--- src/bta_pkg.sv ---
// shared types, codes and constants of the boundary-tag heap allocator
package bta_pkg;

  localparam int HEAP_BYTES  = 65536;
  localparam int STORE_WORDS = HEAP_BYTES / 4;
  localparam int IDX_W       = $clog2(STORE_WORDS);
  localparam int AW          = 17;
  localparam int CHUNK_W     = 18;

  localparam logic [1:0] CMD_ALLOC   = 2'd0;
  localparam logic [1:0] CMD_RELEASE = 2'd1;
  localparam logic [1:0] CMD_RESIZE  = 2'd2;
  localparam logic [1:0] CMD_REBUILD = 2'd3;

  localparam logic [1:0] ST_OK   = 2'd0;
  localparam logic [1:0] ST_NONE = 2'd1;
  localparam logic [1:0] ST_OOM  = 2'd2;

  localparam logic CFG_LIMIT = 1'b0;
  localparam logic CFG_CHUNK = 1'b1;

  typedef struct packed {
    logic [AW-1:0]      lim;
    logic [CHUNK_W-1:0] chunk;
  } bta_cfg_t;

  typedef enum logic [32:0] {
    S_IDLE   = 33'd1 << 0,
    S_LV_RD  = 33'd1 << 1,
    S_LV_CK  = 33'd1 << 2,
    S_REL_A  = 33'd1 << 3,
    S_REL_B  = 33'd1 << 4,
    S_CO_A   = 33'd1 << 5,
    S_CO_B   = 33'd1 << 6,
    S_CO_C   = 33'd1 << 7,
    S_CO_D   = 33'd1 << 8,
    S_CO_E   = 33'd1 << 9,
    S_CO_F   = 33'd1 << 10,
    S_TG_H   = 33'd1 << 11,
    S_TG_F   = 33'd1 << 12,
    S_TK_RD  = 33'd1 << 13,
    S_TK_CK  = 33'd1 << 14,
    S_GR_CHK = 33'd1 << 15,
    S_GR_EPI = 33'd1 << 16,
    S_GR_END = 33'd1 << 17,
    S_CV_RD  = 33'd1 << 18,
    S_CV_CK  = 33'd1 << 19,
    S_CV_T2  = 33'd1 << 20,
    S_AL_END = 33'd1 << 21,
    S_RS_A   = 33'd1 << 22,
    S_RS_B   = 33'd1 << 23,
    S_RS_C   = 33'd1 << 24,
    S_RS_W   = 33'd1 << 25,
    S_RS_T   = 33'd1 << 26,
    S_RB0    = 33'd1 << 27,
    S_RB1    = 33'd1 << 28,
    S_RB2    = 33'd1 << 29,
    S_RB3    = 33'd1 << 30,
    S_RB4    = 33'd1 << 31,
    S_DONE   = 33'd1 << 32
  } bta_state_t;

endpackage

--- src/bta_cfg.sv ---
// configuration registers with the effective break limit and rounded growth chunk
module bta_cfg
  import bta_pkg::*;
(
  input  logic        clk,
  input  logic        rst_n,
  input  logic        cfg_valid,
  output logic        cfg_ready,
  input  logic        cfg_index,
  input  logic [16:0] cfg_data,
  output bta_cfg_t    cfg_o
);

  logic [16:0] limit_r;
  logic [16:0] chunk_r;

  assign cfg_ready = 1'b1;

  always_ff @(posedge clk) begin
    if (!rst_n) begin
      limit_r <= 17'(HEAP_BYTES);
      chunk_r <= 17'd4096;
    end else if (cfg_valid) begin
      case (cfg_index)
        CFG_LIMIT: limit_r <= cfg_data;
        CFG_CHUNK: chunk_r <= cfg_data;
        default: ;
      endcase
    end
  end

  always_comb begin
    cfg_o.lim   = (limit_r > 17'(HEAP_BYTES)) ? 17'(HEAP_BYTES) : limit_r;
    cfg_o.chunk = (18'(chunk_r) + 18'd7) & ~18'd7;
  end

endmodule

--- config.mk ---
export PLATFORM = sky130hd
export DESIGN_NAME = bta_cfg
export DESIGN_NICKNAME = d
export VERILOG_FILES = /design/src/bta_pkg.sv /design/src/bta_cfg.sv
export SDC_FILE = /design/constraint.sdc
export NUM_CORES = 1
export LEC_CHECK = 0
export ABC_AREA = 1
export BUFFER_PORTS_ARGS = -buffer_cell sky130_fd_sc_hd__buf_2
export CORE_MARGIN = 2
export CORE_UTILIZATION = 44
export CTS_CLUSTER_SIZE = 28
export DETAILED_ROUTE_END_ITERATION = 10
export PLACE_DENSITY = 0.74
export SKIP_LAST_GASP = 1
export SLEW_MARGIN = 10
export SYNTH_ARGS = -nofsm -noshare
export SYNTH_HDL_FRONTEND = slang
export SYNTH_SLANG_ARGS = --single-unit
--- constraint.sdc ---
create_clock -name clk -period 1.25 [get_ports clk]
set_input_delay 0.0625 -clock clk [delete_from_list [all_inputs] [get_ports clk]]
set_output_delay 0.0625 -clock clk [all_outputs]
set_load 0.01 [all_outputs]
# Word level (Yosys, flattened, before mapping)
# Index checks and enable logic that the tools add are counted.
dict set report word_totals {
  memories 0
  ramBits 0
  latch_bits 0
  ff_bits 34
  wordCells 8
  rom_bits 0
  out_inout_bits 36
  inputBits 21
}
dict set report classes {
  n_lt_le_gt_ge 1
  bitwise_logic 1
  n_div 0
  n_eq_ne 0
  shift 0
  n_mux 1
  n_mul 0
  addsub 1
  reduce_logical 2
}
# op n
set ops {}
lappend ops {{17-bit by 3-bit adder with 18-bit output (second input constant)} 1}
lappend ops {{17-bit greater-than comparator (second input constant)} 1}
lappend ops {{17-bit two-way mux} 1}
lappend ops {{2-bit AND reduction} 2}
lappend ops {{1-bit inverter} 1}

# Depth between registers and ports, before layout
# Gate-level depths: netlist of the first run.
dict set report logic_depth {
  word_depth 2
  ltp_mapped 7
  mapped_depth_nobuf 7
}

# Worst setup path after synthesis of the first run
# OpenSTA, ideal clock, no wires.
dict set report synth_path {
  path_type {register -> output}
  start {register limit_r[14]}
  end {output port cfg_o[24] in the netlist's numbering}
  stages_incl_launch_ff 7
  setup_slack_ns 0.185
  t_required_ns 1.188
  arrival_ns 1.003
  n_path_buf 1
  cell_sequence {dfxtp_1 -> nor2_1 -> nand2_1 -> nor2_1 -> nand2_1 -> buf_6 -> a21boi_1}
}
# item line_no
set synth_lines {}
lappend synth_lines {{start, declared} bta_cfg.sv:14} ;# logic [16:0] limit_r;
lappend synth_lines {{start signal, assigned} bta_cfg.sv:21} ;# limit_r <= 17'(HEAP_BYTES);
lappend synth_lines {{start signal, assigned} bta_cfg.sv:25} ;# CFG_LIMIT: limit_r <= cfg_data;
lappend synth_lines {{end, declared} bta_cfg.sv:11} ;# output bta_cfg_t cfg_o

==> results.sh, run 1 <==
export IMPL_initial_core_util_pct=45.0
export IMPL_std_cell_rows=23
export IMPL_drv_cap=0
export IMPL_cp_arrival_ns=1.44
export IMPL_die_w_um=67.5
export IMPL_dp_hpwl_um=3140
export IMPL_finish_utilization_pct=65.9
export IMPL_ir_worst_vdd_uv=742
export IMPL_syn_area_mm2=0.00178
export IMPL_clk_latency_ns=0.28
export IMPL_drive_above_1_share_pct=47.6
export IMPL_cp_max_fo=4
export IMPL_outcome="finished with violations"
export IMPL_ys_ff_latch=34
export IMPL_grt_overflow=0
export IMPL_cts_root_buffer="clkbuf_8"
export IMPL_period_share_pct=121
export IMPL_layout_nets=354
export IMPL_p_per_area_mw_per_mm2=1000
export IMPL_antenna_found_initial=0
export IMPL_dieArea_mm2=0.00456
export IMPL_firstDrtPassIters=4
export IMPL_grt_max_degree=35
export IMPL_setup_viol=31
export IMPL_async_reset_ff_share_pct=0
export IMPL_routedWlPerCell_um=12.4
export IMPL_postRouteAntennaNets=0
export IMPL_dr_total_vias=1885
export IMPL_cp_end_kind="output port"
export IMPL_clkTransAtPathRegs_ns=0.07
export IMPL_grt_pass1_wl_um=7220
export IMPL_start_kind="register"
export IMPL_fp_dieH_um=67.5
export IMPL_port_buffer_count=52
export IMPL_design_core_area_mm2=0.00394
export IMPL_place_congestion=0.797
export IMPL_drc=0
export IMPL_slew_viol_final=0
export IMPL_final_hold_violation_count=0
export IMPL_clock_path_buffers=2
export IMPL_synth_warnings=0
export IMPL_hold_class="in -> reg"
export IMPL_cts_tree="yes"
export IMPL_num_io_pins=57
export IMPL_grtUsageTotal_pct=20.9
export IMPL_clock_sinks=34
export IMPL_violations="setup timing"
export IMPL_vias_per_cell=4.91
export IMPL_area_growth_pct=46.4
export IMPL_yosysSeqAreaShare_pct=38.3
export IMPL_synthFlopType="dfxtp_1"
export IMPL_leakagePower_uw=0.00121
export IMPL_required_ns=1.19
export IMPL_post_route_min_period_ns=1.51
export IMPL_fin_worst_skew_ns=0
export IMPL_numCtsBuffers=5
export IMPL_drt_initial_drc_count=62
export IMPL_wirelength_um=4740
export IMPL_grt_pass1_vias=1607
export IMPL_criticalPathCategory="reg -> out"
export IMPL_rsz0062_at_grt="yes"
export IMPL_syn_inst=265
export IMPL_synth_avg_cell_area_um2=6.70
export IMPL_fin_setup_tns_ns=-5.15
export IMPL_layout_setup_ws_ns=-0.257
export IMPL_h_tree_depth=2
export IMPL_synth_edf_count=0
export IMPL_diodes=0
export IMPL_ys_types=28
export IMPL_fmax_mhz=663
through the flow:
stage | cell area [µm²] | hold WS (ns) | setup slack [ns] | power [µW] | std cells
2_1_floorplan | 1780 | 0.189 | 0.185 | 1500 | 267
3_3_place_gp | 2080 | 0.299 | -0.0251 | 1650 | 362
3_5_place_dp | 2080 | 0.295 | -0.0303 | 1650 | 362
4_1_cts | 2390 | 0.00712 | -0.235 | 2550 | 379
5_1_grt | 2600 | 0.0121 | -0.333 | 2740 | 384
6_report | 2600 | 0.0131 | -0.257 | 2600 | 384
critical path, cell delays in order (launching register included):
cell	delay, ns
dfxtp_2	0.34
nor2_2	0.10
nand2_1	0.05
nor2_1	0.12
nand2_2	0.10
buf_6	0.14
a21boi_2	0.16
buf_2	0.15
power by group:
group	switching, µW	internal, µW
clock	386	442
combinational	295	240
sequential	79.1	1160
cell usage after synthesis (2+ instances only):
master	count	share of area [%]
a21oi_1	6	1.7
buf_2	2	0.56
inv_1	12	2.5
buf_4	4	1.7
nor2_4	2	1.3
nand2_2	3	1.1
nand3b_1	2	0.85
clkbuf_1	7	1.5
nor2_1	74	16
dfxtp_1	34	38
o21ai_0	36	10
a21boi_0	6	2.5
nand3_1	7	2.0
nand2_1	43	9.1
inv_2	2	0.42
a21boi_1	10	4.2
xnor2_1	3	1.5
conb_1	2	0.42
cells in the final DEF, fill, tap and decap left out, types with 2 or more instances in the layout:
cell	count
buf_4	13
buf_2	51
nand3_4	2
nand3_1	2
conb_1	4
nand2_4	6
nand2_1	33
buf_6	9
nor2_1	63
a21oi_1	6
nand3b_1	2
xnor2_2	2
nor2_2	7
inv_2	4
clkbuf_8	6
dfxtp_1	13
a21boi_1	3
o21ai_0	32
a21boi_2	13
nand2_2	7
dfxtp_2	14
inv_1	9
o21ai_2	3
nor2_4	7
dfxtp_4	7
nand3_2	3
what timing repair did:
action | CTS | global route
endpoints found under the hold margin | 1 | 0
cloned | 0 | 1
endpoints found under the setup margin | 30 | 31
setup buffers | 8 | 4
pin swaps | 13 | 21
hold buffers | 1 | 0
resized for setup | 57 | 54
sequential cells by signal, summed over array words and instances, names as in the netlist:
name / flops
chunk_r: 17
limit_r: 17
cell type report:
class	count	area (µm²)
Tap cell	50	62.6
Clock buffer	6	82.6
Fill cell	340	1340
Timing Repair Buffer	74	464
Multi-Input combinational cell	204	1200
Inverter	14	55.1
Sequential cell	34	724
Clock inverter	2	12.5
path summary, 6_finish.rpt:
| check | startpoint | end | slack [ns] | cells past startpoint |
|---|---|---|---|---|
| setup / recovery | limit_r[9] | cfg_o[23] | -0.26 | 7 |
| hold / removal | cfg_data[14] | limit_r[14] | 0.01 | 3 |
| setup reg to reg | chunk_r[3] | chunk_r[3] | 0.34 | 4 |
| hold reg to reg | chunk_r[14] | chunk_r[14] | 0.50 | 2 |
metal layers:
metal | track usage, % | share of wire [%]
met4 | 6.89 | 2.1
met3 | 4.33 | 5.4
met5 | 0 | 0
met2 | 36.0 | 48
met1 | 26.0 | 45
logic make-up after synthesis:
| group | Yosys count | synth area share [%] |
|---|---|---|
| xor+xnor | 4 | 1.97 |
| compound gates | 60 | 19.5 |
| flops | 34 | 38.3 |
| buf+inv | 29 | 7.61 |
| other cells | 2 | 0.423 |
| simple gates | 136 | 32.2 |
(Power assumes the default switching activity.)
==> run 2: changes to the inputs <==
- clock period: 1.25 -> 1.55 ns (I/O delays scaled with it)
==> run 2 against run 1 <==
  * Utilization is 8.6 points lower
  * Die area stayed put
  * First-iteration DRC count is 65% higher
  * The flow now finishes without violations
  * Final area is 13% lower
  * Cell count is 4.2% lower
  * Clock power is 21% lower
  * Power is 23% lower
  * Largest power group unchanged
  * Critical path depth is 1 lower
  * Global-route usage is 1.8 points lower
  * Non-clock buffer count is 17 lower
  * Sequential cell count stayed put
  * Routed wire length is 12% lower
==> results.sh, run 2 (same netlist as run 1, synthesis figures left out) <==
export IMPL_std_cell_rows=23
export IMPL_required_ns=1.47
export IMPL_min_from="cfg_data[1]"
export IMPL_grt_max_degree=35
export IMPL_drv_cap=0
export IMPL_setup_viol=0
export IMPL_dr_total_vias=1765
export IMPL_dieArea_mm2=0.00456
export IMPL_placedCellCount=355
export IMPL_r2r_end="limit_r[16]"
export IMPL_h_tree_depth=2
export IMPL_worstPathCellList="nor2_1 > nand2_1 > nor2_4 > nand2_4 > a21boi_1 > buf_2"
export IMPL_drc=0
export IMPL_postCtsHoldBufs=0
export IMPL_grtUsageTotal_pct=19.1
export IMPL_max_stage_delay_ns=0.33
export IMPL_critPathSlowestCell="dfxtp_1"
export IMPL_slew_viol_final=0
export IMPL_fillers=381
export IMPL_final_common_cell="nor2_1"
export IMPL_grt_overflow=0
export IMPL_dp_slack_ns=0.0914
export IMPL_criticalPathCategory="reg -> out"
export IMPL_seq_area_um2=703
export IMPL_final_hold_violation_count=0
export IMPL_wirelength_um=4160
export IMPL_clk_latency_ns=0.28
export IMPL_grt_pass1_wl_um=6620
export IMPL_cp_max_fo=8
export IMPL_design_core_area_mm2=0.00394
export IMPL_antenna_found_initial=0
export IMPL_fp_dieH_um=67.5
export IMPL_rsz0062_at_grt="yes"
export IMPL_total_power_uw=2010
export IMPL_fin_setup_tns_ns=0
export IMPL_outcome="completed"
export IMPL_ir_worst_vdd_uv=567
export IMPL_place_congestion=0.815
export IMPL_vias_per_cell=4.80
export IMPL_routedWlPerCell_um=11.3
export IMPL_cp_end_kind="output port"
export IMPL_firstDrtPassIters=4
export IMPL_regToRegStartpoint="limit_r[16]"
export IMPL_leakagePower_uw=0.00106
export IMPL_period_share_pct=98.3
export IMPL_layout_nets=338
export IMPL_top_regs="chunk_r: 17 flops, limit_r: 17 flops"
export IMPL_dp_hpwl_um=2980
export IMPL_numCtsBuffers=5
export IMPL_diodes=0
export IMPL_ff2ff_setup_slack_ns=0.70
export IMPL_fmax_mhz=657
export IMPL_drt_initial_drc_count=102
export IMPL_initial_core_util_pct=45.0
export IMPL_crit_buf_inv=1
export IMPL_port_buffer_count=52
export IMPL_grt_pass1_vias=1555
export IMPL_layout_setup_ws_ns=0.0271
export IMPL_rr_worst_depth=2
export IMPL_clock_sinks=34
export IMPL_finalNonFillerCells=368
export IMPL_final_cell_mix="nor2_1 (68), buf_2 (52), nand2_1 (40)"
export IMPL_cp_arrival_ns=1.45
export IMPL_cts_root_buffer="clkbuf_8"
export IMPL_num_io_pins=57
export IMPL_hold_depth=3
export IMPL_clock_path_buffers=2
export IMPL_hold_class="in -> reg"
export IMPL_die_w_um=67.5
export IMPL_fin_worst_skew_ns=0
export IMPL_drive_above_1_share_pct=34.0
export IMPL_post_route_min_period_ns=1.52
export IMPL_p_per_area_mw_per_mm2=890
export IMPL_clkTransAtPathRegs_ns=0.06
export IMPL_holdWs_ns=0.0313
export IMPL_postRouteAntennaNets=0
export IMPL_area_growth_pct=27.4
export IMPL_startpoint="limit_r[6]"
export IMPL_multi_input_area_mm2=0.00105
export IMPL_cts_tree="yes"
export IMPL_start_kind="register"
export IMPL_path_delay_family="simple AND/OR/NAND/NOR gates"
export IMPL_hold_end="limit_r[1]"
run 2: cell types whose count changed in the layout (fill, tap and decap cells not counted), sizes merged:
cell,previous run,this run
dlygate4sd3,1,0
clkinvlp,1,0
buf,73,57
clkbuf,6,7
nand2,46,47
run 2: metal layers:
layer | vias to the layer above | global-route usage, % | routed length [µm] | share of wire, %
met4 | 0 | 8.42 | 76 | 1.8
li1 | 944 | - | - | -
met1 | 763 | 23.7 | 2020 | 49
met2 | 50 | 32.2 | 1880 | 45
met5 | - | 0 | 0 | 0
met3 | 8 | 3.50 | 184 | 4.4
run 2: final cells by class:
| cell class | instances | area share, % |
|---|---|---|
| multi-input cells | 205 | 46.6 |
| clock inverters | 1 | 0.221 |
| clock buffers | 7 | 3.82 |
| inverters | 14 | 2.32 |
| well taps | 50 | 2.77 |
| repair buffers | 57 | 13.2 |
| flip-flops and latches | 34 | 31.1 |
run 2: power breakdown:
group | leakage, µW | internal [µW] | switching (µW)
clock network | 0.0000482 | 358 | 301
registers | 0.000286 | 937 | 64.2
logic | 0.000730 | 143 | 211
run 2: worst max-delay path by stage:
stage               slack [ns]  cells after the start        end
finish                    0.03                      6  cfg_o[23]
global route             -0.09                      6  cfg_o[23]
CTS                      0.003                      6  cfg_o[23]
detailed placement        0.09                      6  cfg_o[22]
global placement          0.11                      6  cfg_o[22]
floorplan                 0.47                      6  cfg_o[24]
run 2: what timing repair did:
item,CTS,global route
pin swaps,1,11
hold endpoints to repair,0,0
cloned,0,1
setup endpoints to repair,17,26
buffers inserted,0,4
gates resized for setup,5,41
run 2: metrics by stage:
stage / area, µm² / utilization, %
after global placement: 2030 / 51.5
final: 2260 / 57.4
after detailed placement: 2030 / 51.5
after floorplan: 1780 / -
after CTS: 2130 / 54.1
after global routing: 2260 / 57.4
run 2: worst min-delay path, stage by stage:
cell and delay (ns):
buf_2 0.08, nor2_1 0.04, nor2_1 0.08
==> run 3: changes to the inputs <==
- PLACE_DENSITY: 0.74 -> 0.79
==> run 3 against run 2 <==
  * Worst setup slack better by 0.0092 ns
  * Register-to-register slack better by 0.05 ns
  * Count of clock-buffer cells in the layout is 1 lower
  * First-iteration DRC count decreased by 58%
  * Utilization up 0.32 points
  * Die area is the same
  * Sequential cell count did not move
==> results.sh, run 3 (same netlist as run 1, synthesis figures left out) <==
export IMPL_fin_worst_skew_ns=0
export IMPL_num_io_pins=57
export IMPL_drive_above_1_share_pct=32.9
export IMPL_setup_viol=0
export IMPL_placed_area_mm2=0.00203
export IMPL_path_delay_family="simple AND/OR/NAND/NOR gates"
export IMPL_cp_end_kind="output port"
export IMPL_p_per_area_mw_per_mm2=899
export IMPL_dp_hpwl_um=2900
export IMPL_period_share_pct=97.7
export IMPL_diodes=0
export IMPL_design_core_area_mm2=0.00394
export IMPL_final_hold_violation_count=0
export IMPL_top_regs="chunk_r: 17 flops, limit_r: 17 flops"
export IMPL_fmax_mhz=661
export IMPL_antenna_found_initial=0
export IMPL_hold_class="in -> reg"
export IMPL_wirelength_um=4210
export IMPL_cp_max_fo=8
export IMPL_start_kind="register"
export IMPL_clock_sinks=34
export IMPL_fillers=352
export IMPL_dr_total_vias=1797
export IMPL_numCtsBuffers=5
export IMPL_firstDrtPassIters=4
export IMPL_total_power_uw=2040
export IMPL_grt_pass1_vias=1555
export IMPL_fp_dieH_um=67.5
export IMPL_grt_max_degree=35
export IMPL_required_ns=1.47
export IMPL_cts_tree="yes"
export IMPL_layout_setup_ws_ns=0.0363
export IMPL_cp_arrival_ns=1.44
export IMPL_criticalPathCategory="reg -> out"
export IMPL_die_w_um=67.5
export IMPL_final_cell_mix="nor2_1 (70), buf_2 (51), nand2_1 (39)"
export IMPL_ir_worst_vdd_uv=643
export IMPL_clkTransAtPathRegs_ns=0.07
export IMPL_slew_viol_final=0
export IMPL_final_cell_area_mm2=0.00227
export IMPL_drt_initial_drc_count=43
export IMPL_dieArea_mm2=0.00456
export IMPL_grtUsageTotal_pct=19.8
export IMPL_max_stage_delay_ns=0.33
export IMPL_leakagePower_uw=0.00107
export IMPL_cts_root_buffer="clkbuf_8"
export IMPL_postRouteAntennaNets=0
export IMPL_grt_pass1_wl_um=6890
export IMPL_holdWs_ns=0.0178
export IMPL_rsz0062_at_grt="yes"
export IMPL_routedWlPerCell_um=11.4
export IMPL_worstPathCellList="nor2_1 > nand2_1 > nor2_4 > nand2_4 > a21boi_2 > buf_2"
export IMPL_layout_nets=339
export IMPL_outcome="completed"
export IMPL_initial_core_util_pct=45.0
export IMPL_critPathSlowestCell="dfxtp_1"
export IMPL_post_route_min_period_ns=1.51
export IMPL_h_tree_depth=2
export IMPL_area_growth_pct=28.1
export IMPL_clock_path_buffers=2
export IMPL_crit_buf_inv=1
export IMPL_port_buffer_count=52
export IMPL_dp_slack_ns=0.141
export IMPL_vias_per_cell=4.87
export IMPL_finish_utilization_pct=57.7
export IMPL_final_common_cell="nor2_1"
export IMPL_drv_cap=0
export IMPL_drc=0
export IMPL_clk_latency_ns=0.29
export IMPL_grt_overflow=0
export IMPL_place_congestion=0.851
export IMPL_std_cell_rows=23
==> run 3: area by class of cell <==
cell class | instances | area (µm²) | area share [%]
multi-input cells | 205 | 1050 | 46.1
flip-flops and latches | 34 | 704 | 31.0
repair buffers | 58 | 312 | 13.7
clock buffers | 6 | 82.6 | 3.63
well taps | 50 | 62.6 | 2.75
inverters | 14 | 52.6 | 2.31
clock inverters | 2 | 12.5 | 0.550
==> run 3: what timing repair did <==
| action | 4_1_cts | 5_1_grt |
|---|---|---|
| resized for setup | 8 | 39 |
| gates cloned | 1 | 0 |
| pin swaps | 1 | 12 |
| endpoints found under the setup margin | 18 | 25 |
| hold buffers | 0 | 0 |
| buffers inserted | 0 | 5 |
==> run 3: worst min-delay path, cell delays in order <==
cell	delay (ns)
buf_2	0.08
nand2_1	0.05
nand3_1	0.07
==> run 3: final timing paths <==
check	from	endpoint	slack (ns)	cells past startpoint
hold / removal	cfg_data[16]	limit_r[16]	0.02	3
setup / recovery	limit_r[2]	cfg_o[28]	0.04	6
hold reg to reg	chunk_r[2]	chunk_r[2]	0.48	2
setup reg to reg	limit_r[16]	limit_r[16]	0.75	2
==> run 3: per-layer routing <==
| layer | share of wire, % | global-route usage [%] |
|---|---|---|
| met2 | 46 | 30.9 |
| met3 | 6.4 | 5.17 |
| met4 | 1.8 | 8.42 |
| met1 | 46 | 25.8 |
| met5 | 0 | 0 |
==> run 3: report_power, final <==
| part | internal [µW] | leakage (µW) | switching (µW) | total, µW |
|---|---|---|---|---|
| Sequential | 935 | 0.000286 | 64.6 | 1000 |
| Combinational | 150 | 0.000740 | 212 | 362 |
| Clock | 357 | 0.0000472 | 326 | 683 |
| Total | 1440 | 0.00107 | 602 | 2040 |
==> run 3: per-stage QoR <==
step | std cells | TNS, ns
finish | 369 | 0
global route | 369 | -0.446
CTS | 364 | -0.00724
detailed placement | 355 | 0
global placement | 355 | 0
floorplan | 267 | 0
